File: src/rtl/csvqp_pkg.sv
`default_nettype none

package csvqp_pkg;

    localparam int SPACE_DEPTH = 15;
    localparam int PTR_W       = (SPACE_DEPTH > 1) ? $clog2(SPACE_DEPTH) : 1;
    localparam int CNT_W       = $clog2(SPACE_DEPTH + 1);
    localparam int SUM_W       = PTR_W + 1;

    localparam int QUEUE_DEPTH = 4;
    localparam int QPTR_W      = $clog2(QUEUE_DEPTH);
    localparam int QCNT_W      = $clog2(QUEUE_DEPTH + 1);

    localparam logic [7:0] CH_COMMA = 8'h2C;
    localparam logic [7:0] CH_QUOTE = 8'h22;

    localparam logic [1:0] KIND_NONE = 2'd0;
    localparam logic [1:0] KIND_CHAR = 2'd1;
    localparam logic [1:0] KIND_WS   = 2'd2;
    localparam logic [1:0] KIND_FEND = 2'd3;

    typedef struct packed {
        logic [1:0] kind;
        logic [7:0] data;
        logic       eol;
    } cmd_t;

    function automatic logic is_ws(input logic [7:0] c);
        is_ws = (c == 8'h20) || (c inside {[8'h09:8'h0D]});
    endfunction

    function automatic logic [PTR_W-1:0] ptr_inc(input logic [PTR_W-1:0] p);
        if (SUM_W'(p) == SUM_W'(SPACE_DEPTH - 1))
            ptr_inc = '0;
        else
            ptr_inc = p + PTR_W'(1);
    endfunction

endpackage

`default_nettype wire

File: src/rtl/csvqp_front.sv
`default_nettype none

module csvqp_front
    import csvqp_pkg::*;
(
    input  wire logic       clk,
    input  wire logic       rst_n,
    input  wire logic       in_valid,
    input  wire logic       queue_full,
    input  wire logic [7:0] data_byte,
    input  wire logic       end_of_line,
    output logic            push,
    output cmd_t            push_cmd
);

    localparam logic [1:0] QM_OUT   = 2'd0;
    localparam logic [1:0] QM_IN    = 2'd1;
    localparam logic [1:0] QM_QUOTE = 2'd2;

    logic [1:0] quote_mode_reg;
    logic [1:0] quote_mode_next;
    logic [1:0] kind;
    logic       accept;

    assign accept = in_valid && !queue_full;

    always_comb
    begin
        quote_mode_next = quote_mode_reg;
        kind            = KIND_NONE;
        case (quote_mode_reg)
            QM_QUOTE:
            begin
                if (data_byte == CH_QUOTE)
                begin
                    quote_mode_next = QM_IN;
                    kind            = KIND_CHAR;
                end
                else if (data_byte == CH_COMMA)
                begin
                    quote_mode_next = QM_OUT;
                    kind            = KIND_FEND;
                end
                else
                begin
                    quote_mode_next = QM_OUT;
                    kind            = is_ws(data_byte) ? KIND_WS : KIND_CHAR;
                end
            end
            QM_IN:
            begin
                if (data_byte == CH_QUOTE)
                    quote_mode_next = QM_QUOTE;
                else
                    kind = is_ws(data_byte) ? KIND_WS : KIND_CHAR;
            end
            default:
            begin
                quote_mode_next = QM_OUT;
                if (data_byte == CH_QUOTE)
                    quote_mode_next = QM_IN;
                else if (data_byte == CH_COMMA)
                    kind = KIND_FEND;
                else
                    kind = is_ws(data_byte) ? KIND_WS : KIND_CHAR;
            end
        endcase
        if (end_of_line)
            quote_mode_next = QM_OUT;
    end

    // drop requests that cause no work at all
    assign push          = accept && ((kind != KIND_NONE) || end_of_line);
    assign push_cmd.kind = kind;
    assign push_cmd.data = data_byte;
    assign push_cmd.eol  = end_of_line;

    always_ff @(posedge clk or negedge rst_n)
    begin
        if (!rst_n)
            quote_mode_reg <= QM_OUT;
        else if (accept)
            quote_mode_reg <= quote_mode_next;
    end

endmodule

`default_nettype wire

File: src/rtl/csvqp_queue.sv
`default_nettype none

module csvqp_queue
    import csvqp_pkg::*;
(
    input  wire logic clk,
    input  wire logic rst_n,
    input  wire logic push,
    input  wire cmd_t push_cmd,
    input  wire logic pop,
    output logic      full,
    output logic      head_valid,
    output cmd_t      head_cmd
);

    cmd_t              entry_reg [QUEUE_DEPTH];
    logic [QPTR_W-1:0] rd_ptr_reg;
    logic [QPTR_W-1:0] wr_ptr_reg;
    logic [QCNT_W-1:0] count_reg;
    logic [QCNT_W-1:0] count_next;

    assign full       = (count_reg == QCNT_W'(QUEUE_DEPTH));
    assign head_valid = (count_reg != '0);
    assign head_cmd   = entry_reg[rd_ptr_reg];

    always_comb
    begin
        count_next = count_reg;
        if (push && !pop)
            count_next = count_reg + QCNT_W'(1);
        else if (pop && !push)
            count_next = count_reg - QCNT_W'(1);
    end

    always_ff @(posedge clk)
    begin
        if (push)
            entry_reg[wr_ptr_reg] <= push_cmd;
    end

    always_ff @(posedge clk or negedge rst_n)
    begin
        if (!rst_n)
        begin
            rd_ptr_reg <= '0;
            wr_ptr_reg <= '0;
            count_reg  <= '0;
        end
        else
        begin
            count_reg <= count_next;
            if (push)
                wr_ptr_reg <= wr_ptr_reg + QPTR_W'(1);
            if (pop)
                rd_ptr_reg <= rd_ptr_reg + QPTR_W'(1);
        end
    end

endmodule

`default_nettype wire

File: src/rtl/csvqp_back.sv
`default_nettype none

module csvqp_back
    import csvqp_pkg::*;
(
    input  wire logic       clk,
    input  wire logic       rst_n,
    input  wire logic       cmd_valid,
    input  wire cmd_t       cmd,
    output logic            cmd_pop,
    input  wire logic       out_stall,
    output logic            out_valid,
    output logic [7:0]      field_byte,
    output logic            has_byte,
    output logic            field_end,
    output logic            line_end,
    output logic            space_overflow,
    output logic            last_of_run
);

    logic [7:0]       space_reg [SPACE_DEPTH];
    logic [PTR_W-1:0] head_reg;
    logic [PTR_W-1:0] head_next;
    logic [CNT_W-1:0] count_reg;
    logic [CNT_W-1:0] count_next;
    logic             seen_reg;
    logic             seen_next;
    logic             eol_phase_reg;
    logic             eol_phase_next;

    logic             out_valid_reg;
    logic [7:0]       byte_reg;
    logic             has_reg;
    logic             fend_reg;
    logic             lend_reg;
    logic             ovf_reg;
    logic             last_reg;

    logic             out_free;
    logic             emit;
    logic [7:0]       e_byte;
    logic             e_has;
    logic             e_fend;
    logic             e_lend;
    logic             e_ovf;
    logic             e_last;
    logic             finish;

    logic             buf_we;
    logic [PTR_W-1:0] buf_wa;
    logic [SUM_W-1:0] tail_sum;
    logic [PTR_W-1:0] tail;
    logic [7:0]       head_byte;

    assign out_free  = !out_valid_reg || !out_stall;
    assign head_byte = space_reg[head_reg];

    always_comb
    begin
        tail_sum = SUM_W'(head_reg) + SUM_W'(count_reg);
        if (tail_sum >= SUM_W'(SPACE_DEPTH))
            tail_sum = tail_sum - SUM_W'(SPACE_DEPTH);
        tail = tail_sum[PTR_W-1:0];
    end

    always_comb
    begin
        head_next      = head_reg;
        count_next     = count_reg;
        seen_next      = seen_reg;
        eol_phase_next = eol_phase_reg;
        cmd_pop        = 1'b0;
        emit           = 1'b0;
        e_byte         = 8'd0;
        e_has          = 1'b0;
        e_fend         = 1'b0;
        e_lend         = 1'b0;
        e_ovf          = 1'b0;
        e_last         = 1'b0;
        finish         = 1'b0;
        buf_we         = 1'b0;
        buf_wa         = tail;

        if (cmd_valid)
        begin
            if (eol_phase_reg)
            begin
                if (out_free)
                begin
                    emit           = 1'b1;
                    e_fend         = 1'b1;
                    e_lend         = 1'b1;
                    e_last         = 1'b1;
                    count_next     = '0;
                    seen_next      = 1'b0;
                    eol_phase_next = 1'b0;
                    cmd_pop        = 1'b1;
                end
            end
            else
            begin
                case (cmd.kind)
                    KIND_CHAR:
                    begin
                        if (out_free)
                        begin
                            emit  = 1'b1;
                            e_has = 1'b1;
                            if (count_reg != '0)
                            begin
                                // flush held whitespace ahead of the byte
                                e_byte     = head_byte;
                                head_next  = ptr_inc(head_reg);
                                count_next = count_reg - CNT_W'(1);
                            end
                            else
                            begin
                                e_byte    = cmd.data;
                                e_last    = !cmd.eol;
                                seen_next = 1'b1;
                                finish    = 1'b1;
                            end
                        end
                    end
                    KIND_WS:
                    begin
                        if (!seen_reg)
                            finish = 1'b1;
                        else if (count_reg != CNT_W'(SPACE_DEPTH))
                        begin
                            buf_we     = 1'b1;
                            count_next = count_reg + CNT_W'(1);
                            finish     = 1'b1;
                        end
                        else if (out_free)
                        begin
                            // full: push out the oldest, reuse its slot
                            emit      = 1'b1;
                            e_byte    = head_byte;
                            e_has     = 1'b1;
                            e_ovf     = 1'b1;
                            e_last    = !cmd.eol;
                            buf_we    = 1'b1;
                            buf_wa    = head_reg;
                            head_next = ptr_inc(head_reg);
                            finish    = 1'b1;
                        end
                    end
                    KIND_FEND:
                    begin
                        if (out_free)
                        begin
                            emit       = 1'b1;
                            e_fend     = 1'b1;
                            e_last     = !cmd.eol;
                            count_next = '0;
                            seen_next  = 1'b0;
                            finish     = 1'b1;
                        end
                    end
                    default:
                    begin
                        finish = 1'b1;
                    end
                endcase
                if (finish)
                begin
                    if (cmd.eol)
                        eol_phase_next = 1'b1;
                    else
                        cmd_pop = 1'b1;
                end
            end
        end
    end

    always_ff @(posedge clk)
    begin
        if (buf_we)
            space_reg[buf_wa] <= cmd.data;
        if (emit)
        begin
            byte_reg <= e_byte;
            has_reg  <= e_has;
            fend_reg <= e_fend;
            lend_reg <= e_lend;
            ovf_reg  <= e_ovf;
            last_reg <= e_last;
        end
    end

    always_ff @(posedge clk or negedge rst_n)
    begin
        if (!rst_n)
        begin
            head_reg      <= '0;
            count_reg     <= '0;
            seen_reg      <= 1'b0;
            eol_phase_reg <= 1'b0;
            out_valid_reg <= 1'b0;
        end
        else
        begin
            head_reg      <= head_next;
            count_reg     <= count_next;
            seen_reg      <= seen_next;
            eol_phase_reg <= eol_phase_next;
            if (emit)
                out_valid_reg <= 1'b1;
            else if (!out_stall)
                out_valid_reg <= 1'b0;
        end
    end

    assign out_valid      = out_valid_reg;
    assign field_byte     = byte_reg;
    assign has_byte       = has_reg;
    assign field_end      = fend_reg;
    assign line_end       = lend_reg;
    assign space_overflow = ovf_reg;
    assign last_of_run    = last_reg;

endmodule

`default_nettype wire

File: src/rtl/csv_quoted_field_parser_core.sv
`default_nettype none

// Channel  Handshake            Payload
// in       in_valid/in_stall    data_byte, end_of_line
// out      out_valid/out_stall  field_byte, has_byte, field_end, line_end,
//                               space_overflow, last_of_run
//
// The front takes one byte per cycle while the queue has room and resolves
// quoting in that cycle. Unless stalled, the back emits one result per
// cycle; held whitespace is emitted before a content byte, and a line end
// gets its own result. Held or dropped whitespace gives no result. A
// four-entry request queue lets input keep flowing while the back stalls.
// Reset clears quoting, the queue, the held-whitespace count and output.

module csv_quoted_field_parser_core
    import csvqp_pkg::*;
(
    input  wire logic       clk,
    input  wire logic       rst_n,
    input  wire logic       in_valid,
    output logic            in_stall,
    input  wire logic [7:0] data_byte,
    input  wire logic       end_of_line,
    output logic            out_valid,
    input  wire logic       out_stall,
    output logic [7:0]      field_byte,
    output logic            has_byte,
    output logic            field_end,
    output logic            line_end,
    output logic            space_overflow,
    output logic            last_of_run
);

    logic queue_full;
    logic push;
    cmd_t push_cmd;
    logic head_valid;
    cmd_t head_cmd;
    logic pop;

    assign in_stall = queue_full;

    csvqp_front u_front (
        .clk         (clk),
        .rst_n       (rst_n),
        .in_valid    (in_valid),
        .queue_full  (queue_full),
        .data_byte   (data_byte),
        .end_of_line (end_of_line),
        .push        (push),
        .push_cmd    (push_cmd)
    );

    csvqp_queue u_queue (
        .clk        (clk),
        .rst_n      (rst_n),
        .push       (push),
        .push_cmd   (push_cmd),
        .pop        (pop),
        .full       (queue_full),
        .head_valid (head_valid),
        .head_cmd   (head_cmd)
    );

    csvqp_back u_back (
        .clk            (clk),
        .rst_n          (rst_n),
        .cmd_valid      (head_valid),
        .cmd            (head_cmd),
        .cmd_pop        (pop),
        .out_stall      (out_stall),
        .out_valid      (out_valid),
        .field_byte     (field_byte),
        .has_byte       (has_byte),
        .field_end      (field_end),
        .line_end       (line_end),
        .space_overflow (space_overflow),
        .last_of_run    (last_of_run)
    );

endmodule

`default_nettype wire
File: config.mk
export PLATFORM = sky130hd
export DESIGN_NAME = csv_quoted_field_parser_core
export DESIGN_NICKNAME = d
export VERILOG_FILES = /design/src/rtl/csvqp_pkg.sv /design/src/rtl/csvqp_front.sv /design/src/rtl/csvqp_queue.sv /design/src/rtl/csvqp_back.sv /design/src/rtl/csv_quoted_field_parser_core.sv
export SDC_FILE = /design/constraint.sdc
export NUM_CORES = 1
export LEC_CHECK = 0
export BUFFER_PORTS_ARGS = -buffer_cell sky130_fd_sc_hd__buf_2
export CORE_AREA = 8 8 144 132
export DETAILED_ROUTE_END_ITERATION = 16
export DIE_AREA = 0 0 152 140
export PLACE_DENSITY = 0.78
export SLEW_MARGIN = 25
export SYNTH_ARGS = -nofsm -noshare
export SYNTH_HDL_FRONTEND = slang
export SYNTH_SLANG_ARGS = --single-unit
File: constraint.sdc
create_clock -name clk -period 4.4 [get_ports clk]
set_input_delay 0.66 -clock clk [delete_from_list [all_inputs] [get_ports clk]]
set_output_delay 0.66 -clock clk [all_outputs]
set_load 0.02 [all_outputs]
==> out/metrics.csv <==
stage;metric;value;unit
pwr;leak pwr;3.299;nW
clocking;worst-skew pair later-pin latency;440;ps
clocking;CTS tree;yes;
finish;number of flip-flops under the largest register name;120;
yosys;Netlist Area Pre-Place;0.008593;sq mm
finish;Util after Layout;0.5770;
yosys;fraction of registers with async set/reset;0.1015;
clocking;CTS Buf Count;17;
worst_setup_path;reg2reg path depth;11;
route;vias per inst;6.097;
timing;Slew Limit Fails;0;
placed_design;Placer Congestion;0.8792;
global_routing;largest net degree at the start of global routing;42;
yosys;syn_nets;561;
finish;Diodes inserted;0;
timing;final worst path period share;0.8960;
pwr;P_int;0.004460;W
clocking;Resized Gates After CTS;0;
yosys;cell taking the most area after synthesis;edfxtp_1;
placed_design;DP Area;0.008980;sq mm
global_routing;global-route wire length before repair;26.45;mm
pwr;Clock Power Share;0.220;
yosys;Avg Cell Area, Syn;16.34;sq um
route;Total Wirelength;16.79;mm
worst_setup_path;Arr. time, crit path;4000;ps
floorplanning;Die Wd;152;um
route;residual DRC count;0;
pwr;Reg power frac;0.391;
placed_design;post-DP HPWL;11.22;mm
pwr;combinational share of power;0.389;
route;Starting DRT DRC Count;540;
clocking;Reg clk slew, reported paths;70;ps
yosys;post-synth top area share;0.6185;
yosys;Post-Syn Instances;526;
floorplanning;core box area;0.01661;sq mm
flow_run;Max Cap Viol;0;
finish;nets;598;
timing;unrepaired setup endpoints after global routing;false;
finish;Design Area, Final;0.009584;sq mm
floorplanning;initial core utilization;0.5174;
pwr;pwr dens;734.6;mW/mm^2
timing;fin crit period;3943;ps
worst_setup_path;CP startpoint kind;register;
finish;Area growth syn-to-layout;11.53;%
worst_setup_path;WS Path Type;register to register;
global_routing;total grt overflow;0;
worst_setup_path;r2r endpoint;u_back.space_reg[13][0];
worst_setup_path;worst r2r src;u_queue.rd_ptr_reg[0];
timing;Tightest Pin Transition;1025;ps
timing;Max-slew headroom;0.3143;
route;WL/cell;21.33;um
worst_setup_path;worst-path maximum fanout;11;
floorplanning;Chip Height;140;um
finish;share of layout cells above drive strength 1;0.2205;
pwr;Switch Pwr;0.002580;W
clocking;cts hold-fix bufs;0;
floorplanning;row cnt;45;
yosys;sequential fraction of the synthesis area;0.6768;
yosys;synthesized flop and latch total;197;
worst_setup_path;Critical Path End Type;register;
route;via count;4798;
timing;Final setup viols;0;
hold_path;Hold WC Path Type;input port to asynchronous set/reset pin;
global_routing;Total Routing Usage GR;0.1613;
clocking;deepest clock path buffer count;2;
timing;final hold vios;0;
pwr;Switching Fraction;0.3665;
global_routing;number of global-route vias before repair;4733;
clocking;clk sinks;197;
global_routing;initial antenna violation count;0;
floorplanning;Die ar.;0.02128;sq mm
pwr;VDD IR max;387.0;uV
timing;setup TNS;0;ps
timing;Max Freq;253.6;MHz
route;drt pass-1 iters;6;
yosys;Post-synth EDFFs;177;
route;Routed Antenna Nets;0;
yosys;Yosys cell types;55;
yosys;yosys warns;0;
worst_setup_path;r2r setup slk;460;ps
yosys;Synth area leaders;edfxtp_1 62%, mux4_2 11%, dfrtp_1 5.8%;
clocking;H-tree Lvls;4;
worst_setup_path;CP Data Required Time;4460;ps
yosys;Synth Flop Type;edfxtp_1;
floorplanning;Ports;28;
run_status;status;finished clean;
placed_design;I/O Buffers;27;
clocking;root buf cell;clkbuf_16;
clocking;post-CTS setup buffer count;0;
timing;clk_skew;8.332;ps
==> placed cells by master, fill, tap and decap left out, types with 3 or more instances in the layout <==
cell	n
nor3b_1	3
o21a_1	7
mux4_2	43
a21oi_1	16
a21o_1	3
or2_2	3
ha_1	19
inv_1	22
fa_1	3
o21ai_0	21
a31oi_1	7
nor2_2	3
o221ai_1	4
a211oi_1	4
nor3_1	7
xor2_1	5
buf_2	27
xnor2_1	5
nand4_1	3
dfrtp_1	19
mux2_2	4
clkbuf_16	17
nand3b_1	4
and2_1	3
inv_6	3
edfxtp_1	177
mux2i_1	9
buf_4	11
nand2_1	27
nor2_1	40
and3_1	3
a22oi_1	8
nand3_1	6
==> synth_stat cells, types with 6 or more instances <==
| cell | instances |
|---|---|
| a22oi_1 | 8 |
| inv_1 | 22 |
| dfrtp_1 | 20 |
| nor3_1 | 7 |
| nor2_1 | 43 |
| ha_1 | 19 |
| mux4_2 | 43 |
| nand3_1 | 6 |
| a31oi_1 | 7 |
| a21oi_1 | 16 |
| o21a_1 | 7 |
| nand2_1 | 27 |
| o21ai_0 | 21 |
| edfxtp_1 | 177 |
| clkbuf_1 | 10 |
| mux2i_1 | 9 |
==> power by group through the flow <==
stage,logic (W),clock network (W),registers (W)
after floorplan,0.00198,0,0.00277
after global placement,0.00258,0,0.00278
after detailed placement,0.00270,0,0.00279
after CTS,0.00272,0.00157,0.00275
after global routing,0.00295,0.00164,0.00279
final,0.00274,0.00155,0.00275
==> area by class of cell <==
class	instances	area (sq um)
Fill cell	1210	7025
Tap cell	211	264.0
Clock buffer	17	425.4
Clock inverter	15	171.4
Multi-Input combinational cell	286	2603
Inverter	23	86.33
Timing Repair Buffer	38	217.7
Sequential cell	197	5817
==> logic make-up (layout without fill, tap and decap cells) <==
family	after synthesis	after routing	synth area share
multiplexers	56	56	0.1284
XOR/XNOR	10	10	0.01019
AND/OR/NAND/NOR	112	112	0.06174
flip-flops	197	197	0.6768
buffers and inverters	43	93	0.02126
adder cells (fa/ha/maj)	22	22	0.03465
AO/OA/AOI/OAI	86	86	0.06698
==> through the flow <==
stage / cells / power, W / hold WS [ps] / setup slack (ps)
finish: 787 / 0.007040 / 185.0 / 457.4
CTS: 787 / 0.007046 / 180.5 / 493.9
global route: 787 / 0.007383 / 192.3 / 282.7
global placement: 755 / 0.005361 / 493.2 / 759.6
detailed placement: 755 / 0.005494 / 513.5 / 587.3
floorplan: 526 / 0.004744 / 364.4 / 1063
==> how the worst max path moves through the flow <==
| stage | end | slack [ps] | from |
|---|---|---|---|
| detailed placement | u_back.space_reg[11][7] | 590 | u_queue.rd_ptr_reg[0] |
| CTS | u_back.space_reg[11][5] | 490 | u_queue.rd_ptr_reg[0] |
| finish | u_back.space_reg[13][0] | 460 | u_queue.rd_ptr_reg[0] |
| floorplan | u_back.space_reg[0][0] | 1060 | u_queue.rd_ptr_reg[0] |
| global placement | u_back.space_reg[11][5] | 760 | u_queue.rd_ptr_reg[0] |
| global route | u_back.space_reg[13][6] | 280 | u_queue.rd_ptr_reg[0] |
==> critical path, stage by stage (launching register included) <==
cell and delay, ps:
dfrtp_1 360, buf_4 200, mux4_2 560, inv_1 130, ha_1 310, and2_1 160
nand4_1 390, inv_2 240, a2111o_1 110, o221ai_1 170, nand3b_1 300, nor2_1 640
==> per-layer routing <==
layer,up-vias,global-route usage,routed length [um]
met4,0,0.04992,207
met2,181,0.2647,8456
met5,-,0,0
met1,2435,0.2050,7056
met3,27,0.04674,1065
li1,2155,-,-
(Power assumes the default switching activity.)
